==> config.mk <==
export PLATFORM = sky130hd
export DESIGN_NAME = air_quality_index_classifier
export DESIGN_NICKNAME = d
export VERILOG_FILES = /design/src/rtl/aqic_pkg.sv /design/src/rtl/aqic_band.sv /design/src/rtl/aqic_interp.sv /design/src/rtl/air_quality_index_classifier.sv
export SDC_FILE = /design/constraint.sdc
export NUM_CORES = 2
export LEC_CHECK = 0
export BUFFER_PORTS_ARGS = -buffer_cell sky130_fd_sc_hd__buf_4
export CAP_MARGIN = 20
export CORE_MARGIN = 4
export CORE_UTILIZATION = 60
export CTS_CLUSTER_DIAMETER = 100
export CTS_CLUSTER_SIZE = 14
export DETAILED_ROUTE_END_ITERATION = 6
export PLACE_DENSITY = 0.75
export SETUP_SLACK_MARGIN = 0.05
export SLEW_MARGIN = 15
export SYNTH_ARGS = -nofsm -noshare
export SYNTH_HDL_FRONTEND = slang
export SYNTH_HIERARCHICAL = 1
export SYNTH_SLANG_ARGS = --single-unit
==> constraint.sdc <==
create_clock -name clk -period 11.97 [get_ports clk]
set_input_delay 0.5985 -clock clk [delete_from_list [all_inputs] [get_ports clk]]
set_output_delay 0.5985 -clock clk [all_outputs]
set_load 0.02 [all_outputs]
==> src/rtl/aqic_pkg.sv <==
package aqic_pkg;

  typedef enum logic [1:0] {
    SCHEME_ATMO = 2'd0,
    SCHEME_CAQI = 2'd1,
    SCHEME_US   = 2'd2
  } scheme_t;

  localparam logic [1:0] SCHEME_RESET = SCHEME_US;

  localparam logic [2:0] CAT_EXCELLENT  = 3'd0;
  localparam logic [2:0] CAT_GOOD       = 3'd1;
  localparam logic [2:0] CAT_ACCEPTABLE = 3'd2;
  localparam logic [2:0] CAT_MODERATE   = 3'd3;
  localparam logic [2:0] CAT_HEAVY      = 3'd4;
  localparam logic [2:0] CAT_SEVERE     = 3'd5;
  localparam logic [2:0] CAT_HAZARDOUS  = 3'd6;

  localparam logic [9:0] US_BEYOND = 10'd1001;
  localparam logic [9:0] CAQI_TOP  = 10'd150;

  // us breakpoints per pollutant and band; the last pm10 band is unused
  localparam logic [13:0] US_CLO [2][8] = '{
    '{14'd0, 14'd121, 14'd355, 14'd555, 14'd1505, 14'd2505, 14'd3505, 14'd5005},
    '{14'd0, 14'd541, 14'd1541, 14'd2541, 14'd3551, 14'd4251, 14'd5051, 14'd0}
  };
  localparam logic [13:0] US_CHI [2][8] = '{
    '{14'd120, 14'd354, 14'd554, 14'd1504, 14'd2504, 14'd3504, 14'd5004, 14'd10000},
    '{14'd540, 14'd1540, 14'd2540, 14'd3550, 14'd4250, 14'd5050, 14'd6050, 14'd0}
  };
  localparam logic [9:0] US_ILO [2][8] = '{
    '{10'd0, 10'd51, 10'd101, 10'd151, 10'd201, 10'd301, 10'd401, 10'd501},
    '{10'd0, 10'd51, 10'd101, 10'd151, 10'd201, 10'd301, 10'd401, 10'd0}
  };
  // index span of each band (ihigh - ilow)
  localparam logic [8:0] US_SPAN [2][8] = '{
    '{9'd50, 9'd49, 9'd49, 9'd49, 9'd99, 9'd99, 9'd99, 9'd499},
    '{9'd50, 9'd49, 9'd49, 9'd49, 9'd99, 9'd99, 9'd99, 9'd0}
  };
  // concentration span of each band (chigh - clow)
  localparam logic [12:0] US_DIV [2][8] = '{
    '{13'd120, 13'd233, 13'd199, 13'd949, 13'd999, 13'd999, 13'd1499, 13'd4995},
    '{13'd540, 13'd999, 13'd999, 13'd1009, 13'd699, 13'd799, 13'd999, 13'd0}
  };
  // floor(2^32 / span), never above the exact reciprocal
  localparam logic [25:0] US_RCP [2][8] = '{
    '{26'((33'd1 << 32) / 33'd120),  26'((33'd1 << 32) / 33'd233),
      26'((33'd1 << 32) / 33'd199),  26'((33'd1 << 32) / 33'd949),
      26'((33'd1 << 32) / 33'd999),  26'((33'd1 << 32) / 33'd999),
      26'((33'd1 << 32) / 33'd1499), 26'((33'd1 << 32) / 33'd4995)},
    '{26'((33'd1 << 32) / 33'd540),  26'((33'd1 << 32) / 33'd999),
      26'((33'd1 << 32) / 33'd999),  26'((33'd1 << 32) / 33'd1009),
      26'((33'd1 << 32) / 33'd699),  26'((33'd1 << 32) / 33'd799),
      26'((33'd1 << 32) / 33'd999),  26'd0}
  };

  localparam logic [9:0] ATMO_LIM [2][9] = '{
    '{10'd110, 10'd240, 10'd360, 10'd410, 10'd470, 10'd530, 10'd580, 10'd640, 10'd690},
    '{10'd60, 10'd130, 10'd200, 10'd270, 10'd340, 10'd410, 10'd490, 10'd640, 10'd790}
  };

  localparam logic [10:0] CAQI_LIM [2][4] = '{
    '{11'd150, 11'd300, 11'd550, 11'd1100},
    '{11'd250, 11'd500, 11'd900, 11'd1800}
  };
  localparam logic [9:0] CAQI_IDX [4] = '{10'd25, 10'd50, 10'd75, 10'd100};
  localparam logic [2:0] CAQI_CAT [4] = '{CAT_GOOD, CAT_ACCEPTABLE, CAT_MODERATE, CAT_HEAVY};

  // operands for the us interpolation of one reading
  typedef struct packed {
    logic        beyond;
    logic [9:0]  ilo;
    logic [8:0]  span;
    logic [12:0] dc;
    logic [12:0] div;
    logic [25:0] rcp;
  } us_term_t;

  // result of the table-only schemes, or a mark that the us path decides
  typedef struct packed {
    logic       use_us;
    logic [9:0] idx;
    logic [2:0] cat;
  } simple_res_t;

  function automatic logic [2:0] atmo_cat(input logic [3:0] band);
    logic [2:0] c;
    unique case (band)
      4'd3, 4'd4: c = CAT_GOOD;
      4'd5:       c = CAT_ACCEPTABLE;
      4'd6, 4'd7: c = CAT_MODERATE;
      4'd8, 4'd9: c = CAT_HEAVY;
      4'd10:      c = CAT_SEVERE;
      default:    c = CAT_EXCELLENT;
    endcase
    return c;
  endfunction

  function automatic logic [2:0] us_cat(input logic [9:0] v);
    logic [2:0] c;
    priority if (v <= 10'd50)  c = CAT_GOOD;
    else if (v <= 10'd100)     c = CAT_ACCEPTABLE;
    else if (v <= 10'd150)     c = CAT_MODERATE;
    else if (v <= 10'd200)     c = CAT_HEAVY;
    else if (v <= 10'd300)     c = CAT_SEVERE;
    else                       c = CAT_HAZARDOUS;
    return c;
  endfunction

endpackage

==> src/rtl/aqic_band.sv <==
module aqic_band (
  input  logic                      pollutant,
  input  logic [15:0]               conc,
  input  logic [1:0]                scheme,
  output aqic_pkg::us_term_t        term,
  output aqic_pkg::simple_res_t     simple
);
  import aqic_pkg::*;

  logic       us_hit;
  logic [2:0] us_sel;
  logic [3:0] atmo_band;
  logic       caqi_hit;
  logic [1:0] caqi_sel;

  // first band whose upper breakpoint covers the reading
  always_comb begin
    us_hit = 1'b0;
    us_sel = 3'd0;
    for (int i = 7; i >= 0; i--) begin
      if (US_CHI[pollutant][i] > US_CLO[pollutant][i] &&
          conc <= {2'b00, US_CHI[pollutant][i]}) begin
        us_hit = 1'b1;
        us_sel = 3'(i);
      end
    end
  end

  always_comb begin
    term.beyond = !us_hit;
    term.ilo    = US_ILO[pollutant][us_sel];
    term.span   = US_SPAN[pollutant][us_sel];
    term.dc     = 13'(conc - {2'b00, US_CLO[pollutant][us_sel]});
    term.div    = US_DIV[pollutant][us_sel];
    term.rcp    = US_RCP[pollutant][us_sel];
  end

  always_comb begin
    atmo_band = 4'd10;
    for (int i = 8; i >= 0; i--) begin
      if (conc <= {6'd0, ATMO_LIM[pollutant][i]}) atmo_band = 4'(i + 1);
    end
  end

  always_comb begin
    caqi_hit = 1'b0;
    caqi_sel = 2'd0;
    for (int i = 3; i >= 0; i--) begin
      if (conc <= {5'd0, CAQI_LIM[pollutant][i]}) begin
        caqi_hit = 1'b1;
        caqi_sel = 2'(i);
      end
    end
  end

  always_comb begin
    simple.use_us = 1'b0;
    simple.idx    = 10'd0;
    simple.cat    = CAT_GOOD;
    if (scheme == SCHEME_ATMO) begin
      simple.idx = {6'd0, atmo_band};
      simple.cat = atmo_cat(atmo_band);
    end else if (scheme == SCHEME_CAQI) begin
      if (conc == 16'd0) begin
        simple.idx = 10'd0;
        simple.cat = CAT_GOOD;
      end else if (caqi_hit) begin
        simple.idx = CAQI_IDX[caqi_sel];
        simple.cat = CAQI_CAT[caqi_sel];
      end else begin
        simple.idx = CAQI_TOP;
        simple.cat = CAT_SEVERE;
      end
    end else begin
      // unused scheme code falls through to us as well
      simple.use_us = 1'b1;
    end
  end

endmodule

==> src/rtl/aqic_interp.sv <==
module aqic_interp (
  input  logic               clk,
  input  logic               en,
  input  aqic_pkg::us_term_t term,
  output logic [9:0]         index_value,
  output logic [2:0]         category
);
  import aqic_pkg::*;

  logic [21:0] num_c_r;
  logic [9:0]  ilo_c_r;
  logic [12:0] div_c_r;
  logic [25:0] rcp_c_r;
  logic        beyond_c_r;

  logic [21:0] num_d_r;
  logic [8:0]  qest_d_r;
  logic [9:0]  ilo_d_r;
  logic [12:0] div_d_r;
  logic        beyond_d_r;

  logic [21:0] num_c_nxt;
  logic [47:0] prod_d_nxt;
  logic [21:0] back_mul;
  logic [21:0] rem;
  logic [8:0]  quot;
  logic [9:0]  val;

  assign num_c_nxt  = 22'(term.span) * 22'(term.dc);
  assign prod_d_nxt = 48'(num_c_r) * 48'(rcp_c_r);

  always_ff @(posedge clk) begin
    if (en) begin
      num_c_r    <= num_c_nxt;
      ilo_c_r    <= term.ilo;
      div_c_r    <= term.div;
      rcp_c_r    <= term.rcp;
      beyond_c_r <= term.beyond;
      num_d_r    <= num_c_r;
      qest_d_r   <= prod_d_nxt[40:32];
      ilo_d_r    <= ilo_c_r;
      div_d_r    <= div_c_r;
      beyond_d_r <= beyond_c_r;
    end
  end

  // reciprocal estimate is low by at most one
  assign back_mul = 22'(qest_d_r) * 22'(div_d_r);
  assign rem      = num_d_r - back_mul;
  assign quot     = qest_d_r + 9'((rem >= {9'd0, div_d_r}) ? 1 : 0);
  assign val      = ilo_d_r + {1'b0, quot};

  assign index_value = beyond_d_r ? US_BEYOND : val;
  assign category    = beyond_d_r ? CAT_HAZARDOUS : us_cat(val);

endmodule

==> src/rtl/air_quality_index_classifier.sv <==
// each reading passes through stage registers a, b, c and d and then the output register
// throughput: one reading per cycle while the output is not stalled; stages advance together with the output register
// a stall at the output holds every stage and drops in_ready in the same cycle
// reset (synchronous, active low) empties the pipeline and selects the us scheme
module air_quality_index_classifier (
  input  logic        clk,
  input  logic        rst_n,
  input  logic        in_valid,
  output logic        in_ready,
  input  logic        in_pollutant,
  input  logic [15:0] in_concentration_tenths,
  output logic        out_valid,
  input  logic        out_ready,
  output logic [9:0]  out_index_value,
  output logic [2:0]  out_category,
  input  logic        cfg_valid,
  output logic        cfg_ready,
  input  logic [1:0]  cfg_index_scheme
);
  import aqic_pkg::*;

  logic        adv;
  logic [1:0]  scheme_r;
  logic        va_r, vb_r, vc_r, vd_r, out_valid_r;

  logic        pol_a_r;
  logic [15:0] conc_a_r;
  us_term_t    term_b_nxt, term_b_r;
  simple_res_t simple_b_nxt, simple_b_r, simple_c_r, simple_d_r;
  logic [9:0]  us_idx;
  logic [2:0]  us_cat_val;
  logic [9:0]  out_idx_r;
  logic [2:0]  out_cat_r;

  assign adv       = !out_valid_r || out_ready;
  assign in_ready  = adv;
  assign cfg_ready = 1'b1;

  always_ff @(posedge clk) begin
    if (!rst_n) begin
      scheme_r    <= SCHEME_RESET;
      va_r        <= 1'b0;
      vb_r        <= 1'b0;
      vc_r        <= 1'b0;
      vd_r        <= 1'b0;
      out_valid_r <= 1'b0;
    end else begin
      if (cfg_valid) scheme_r <= cfg_index_scheme;
      if (adv) begin
        va_r        <= in_valid;
        vb_r        <= va_r;
        vc_r        <= vb_r;
        vd_r        <= vc_r;
        out_valid_r <= vd_r;
      end
    end
  end

  aqic_band u_band (
    .pollutant (pol_a_r),
    .conc      (conc_a_r),
    .scheme    (scheme_r),
    .term      (term_b_nxt),
    .simple    (simple_b_nxt)
  );

  aqic_interp u_interp (
    .clk         (clk),
    .en          (adv),
    .term        (term_b_r),
    .index_value (us_idx),
    .category    (us_cat_val)
  );

  always_ff @(posedge clk) begin
    if (adv) begin
      pol_a_r    <= in_pollutant;
      conc_a_r   <= in_concentration_tenths;
      term_b_r   <= term_b_nxt;
      simple_b_r <= simple_b_nxt;
      simple_c_r <= simple_b_r;
      simple_d_r <= simple_c_r;
      out_idx_r  <= simple_d_r.use_us ? us_idx : simple_d_r.idx;
      out_cat_r  <= simple_d_r.use_us ? us_cat_val : simple_d_r.cat;
    end
  end

  assign out_valid       = out_valid_r;
  assign out_index_value = out_idx_r;
  assign out_category    = out_cat_r;

  a_accept_enters: assert property (@(posedge clk) disable iff (!rst_n)
    in_valid && in_ready |=> va_r)
    else $error("accepted beat did not enter the first stage");

  a_stall_blocks_input: assert property (@(posedge clk) disable iff (!rst_n)
    out_valid && !out_ready |-> !in_ready)
    else $error("input taken while output stalled");

  a_index_range: assert property (@(posedge clk) disable iff (!rst_n)
    out_valid |-> out_index_value <= US_BEYOND)
    else $error("index out of range");

  a_beyond_hazardous: assert property (@(posedge clk) disable iff (!rst_n)
    out_valid && out_index_value == US_BEYOND |-> out_category == CAT_HAZARDOUS)
    else $error("beyond-table index with wrong category");

  a_stage_advance: assert property (@(posedge clk) disable iff (!rst_n)
    vd_r && adv |=> out_valid_r)
    else $error("last stage did not reach the output register");

endmodule

==> impl_metrics.tcl <==
set metrics [dict create \
    met3_length_um 7530 \
    die_w_um 257 \
    drc_errors 0 \
    synthMostInstantiatedCell "inv_1" \
    die_area_mm2 0.0661 \
    cts_setup_buffers 0 \
    num_vias 26000 \
    finalCritPeriodShare_pct 84.3 \
    end_kind "flip-flop" \
    grt_max_degree 110 \
    wire_per_inst_um 19.2 \
    crit_fanout 16 \
    slew_headroom_pct 16.4 \
    netlist_area_mm2 0.0372 \
    htreeDepth 1 \
    cp_data_required_time_ns 12.27 \
    crit_top_cell "fa_1" \
    tightest_slew_ns 1.25 \
    grt_pass1_wl_um 145000 \
    path_class "reg2reg" \
    wl_um 87100 \
    grt_pass1_vias 27300 \
    place.gp.congestion 0.934 \
    cts_buffers 25 \
    start_kind "flip-flop" \
    fillerInstances 4945 \
    yosysTopAreaCell "fa_1" \
    insertion_delay_ns 0.55 \
    hold_viol 0 \
    top_layer "met4" \
    fmax_mhz 99.1 \
    areaGrowthSynthToFinish_pct 4.50 \
    max_stage_delay_ns 0.74 \
    cts.sinks 278 \
    fin_crit_ns 10.09 \
    antenna_found_initial 1 \
    drt_iter0_drc 2193 \
    synthDistinctLibCells 94 \
    hpwlAfterDp_um 63400 \
    yosys_register_bits 278 \
    cp_slowest_cell "edfxtp_1" \
    grt_usage_pct 27.2 \
    synth-edff-count 271 \
    postCtsResizedCells 0 \
    yosys-top-cells-area "fa_1 34%, edfxtp_1 22%, ha_1 9.7%" \
    wl_met1_um 35700 \
    setup_viol 0 \
    cts_tree "done" \
    synth_commonest_cells "707 x inv_1, 632 x fa_1, 628 x nand2_1, 288 x ha_1, 271 x edfxtp_1" \
    outcome "complete, no violations" \
    netlist.area_leader.share_pct 34.0 \
    yosysWarnings 6 \
    cts.root.buffer_cell "clkbuf_16" \
    drv_slew 0 \
    hold_class "in2reg" \
    holdWs_ns 0.218 \
    cp.arrival_ns 10.39 \
    num_rows 91 \
    die_h_um 257 \
    async_flop_share_pct 0 \
    vias_per_cell 5.71 \
    coreArea_mm2 0.0616 \
    clkTransAtPathRegs_ns 0.07 \
    ctsHoldBuffers 0 \
    cts.path.max_buffers 3 \
    finalCoreUtilization_pct 63.2 \
    syn_avg_cell_area_um2 9.87 \
    n_antenna_cell 0 \
    tns_ns 0 \
    ant_nets 0 \
    multiInputGateArea_mm2 0.0255 \
    ys.flop_type "edfxtp_1" \
    cap_violations 0 \
    netlist_instances 3775 \
    wl_met2_um 41100 \
    skew_ns 0.0218 \
    final-seq-area_mm2 0.00828 \
    nets 4641 \
    portBuffers 38 \
    rsz0062_at_grt "false" \
    ys_seq_area_share_pct 22.2 \
    io_pins 40 \
    start_util_pct 60.5 \
    dr.pass1.iters 6 \
    drive_above_1_share_pct 4.71 \
    grt.overflow.total 0 \
]
==> cell families (layout without fill, tap and decap cells) <==
family | after synthesis | count (layout) | share of synthesized area, %
AND/OR/NAND/NOR | 1200 | 1200 | 15.2
multiplexers | 45 | 45 | 1.37
XOR/XNOR | 81 | 81 | 1.90
AO/OA/AOI/OAI | 337 | 337 | 6.23
adder cells (fa/ha/maj) | 921 | 921 | 43.7
other | 2 | 8 | 0.0202
buffers and inverters | 911 | 842 | 9.41
flip-flops | 278 | 278 | 22.2
==> cell type report <==
type | count | share of cell area (%)
repair buffers | 92 | 1.83
clock inverters | 5 | 0.151
flip-flops and latches | 278 | 21.3
well taps | 837 | 2.69
multi-input cells | 2592 | 65.5
clock buffers | 37 | 1.72
inverters | 708 | 6.85
==> path summary, 6_finish.rpt <==
| check | start | end | slack, ns | cells past startpoint |
|---|---|---|---|---|
| max | u_interp/qest_d_r[0]$_DFFE_PP_ | out_category[1]$_DFFE_PP_ | 1.88 | 33 |
| min | in_concentration_tenths[4] | conc_a_r[4]$_DFFE_PP_ | 0.22 | 1 |
| min reg2reg | term_b_r[13]$_DFFE_PP_ | u_interp/rcp_c_r[13]$_DFFE_PP_ | 0.41 | 0 |
| max reg2reg | u_interp/qest_d_r[0]$_DFFE_PP_ | out_category[1]$_DFFE_PP_ | 1.88 | 33 |
==> layer usage <==
layer / vias to the layer above / global-route usage, %
li1: 11600 / -
met1: 13000 / 37.9
met2: 1145 / 44.5
met3: 198 / 5.01
met4: 0 / 7.44
met5: - / 0
==> sequential cells by signal, indices dropped and copies added, names as in the netlist <==
name                 flops
u_interp/num_d_r        22
u_interp/beyond_d_r      1
simple_c_r              14
conc_a_r                16
pol_a_r                  1
term_b_r                72
simple_d_r              14
u_interp/num_c_r        22
u_interp/beyond_c_r      1
out_index_value         10
u_interp/qest_d_r        9
scheme_r                 2
vd_r                     1
vc_r                     1
u_interp/ilo_c_r        10
u_interp/div_d_r        13
u_interp/rcp_c_r        26
u_interp/div_c_r        13
out_category             3
vb_r                     1
va_r                     1
simple_b_r              14
u_interp/ilo_d_r        10
out_valid                1
==> placed cells by master (no fill, tap or decap), types with 13 or more instances in the layout <==
cell,count
o21a_1,24
buf_4,89
a21o_1,19
and2_1,240
edfxtp_1,271
ha_1,288
inv_1,706
clkbuf_16,25
fa_1,632
nand2_1,628
nor2b_1,33
nand4_1,19
nand3_1,34
nor3_1,38
xnor2_1,65
o21ai_0,76
xor2_1,16
or3_1,13
nand2b_1,13
a31oi_1,17
mux2i_1,26
nor2_1,108
a21oi_1,74
==> stage by stage <==
stage | cell area, um2 | std cells | worst slack, ns
after detailed placement | 38100 | 4504 | 1.94
final | 38900 | 4549 | 1.88
after global routing | 38900 | 4549 | 1.29
after floorplan | 37300 | 3781 | 2.87
after CTS | 38900 | 4546 | 1.94
after global placement | 38100 | 4504 | 2.23
==> worst max-delay path, delay by kind of cell, from the launching register on <==
family | cells | cell delay, ns
compound gates | 12 | 2.95
flops | 1 | 0.74
fa+ha+maj | 9 | 3.67
mux | 1 | 0.25
simple gates | 8 | 1.71
xor+xnor | 3 | 0.51
Power is left out: the tool's default activity adds up to more than one toggle a clock period on the data nets, which glitch-free logic cannot reach.
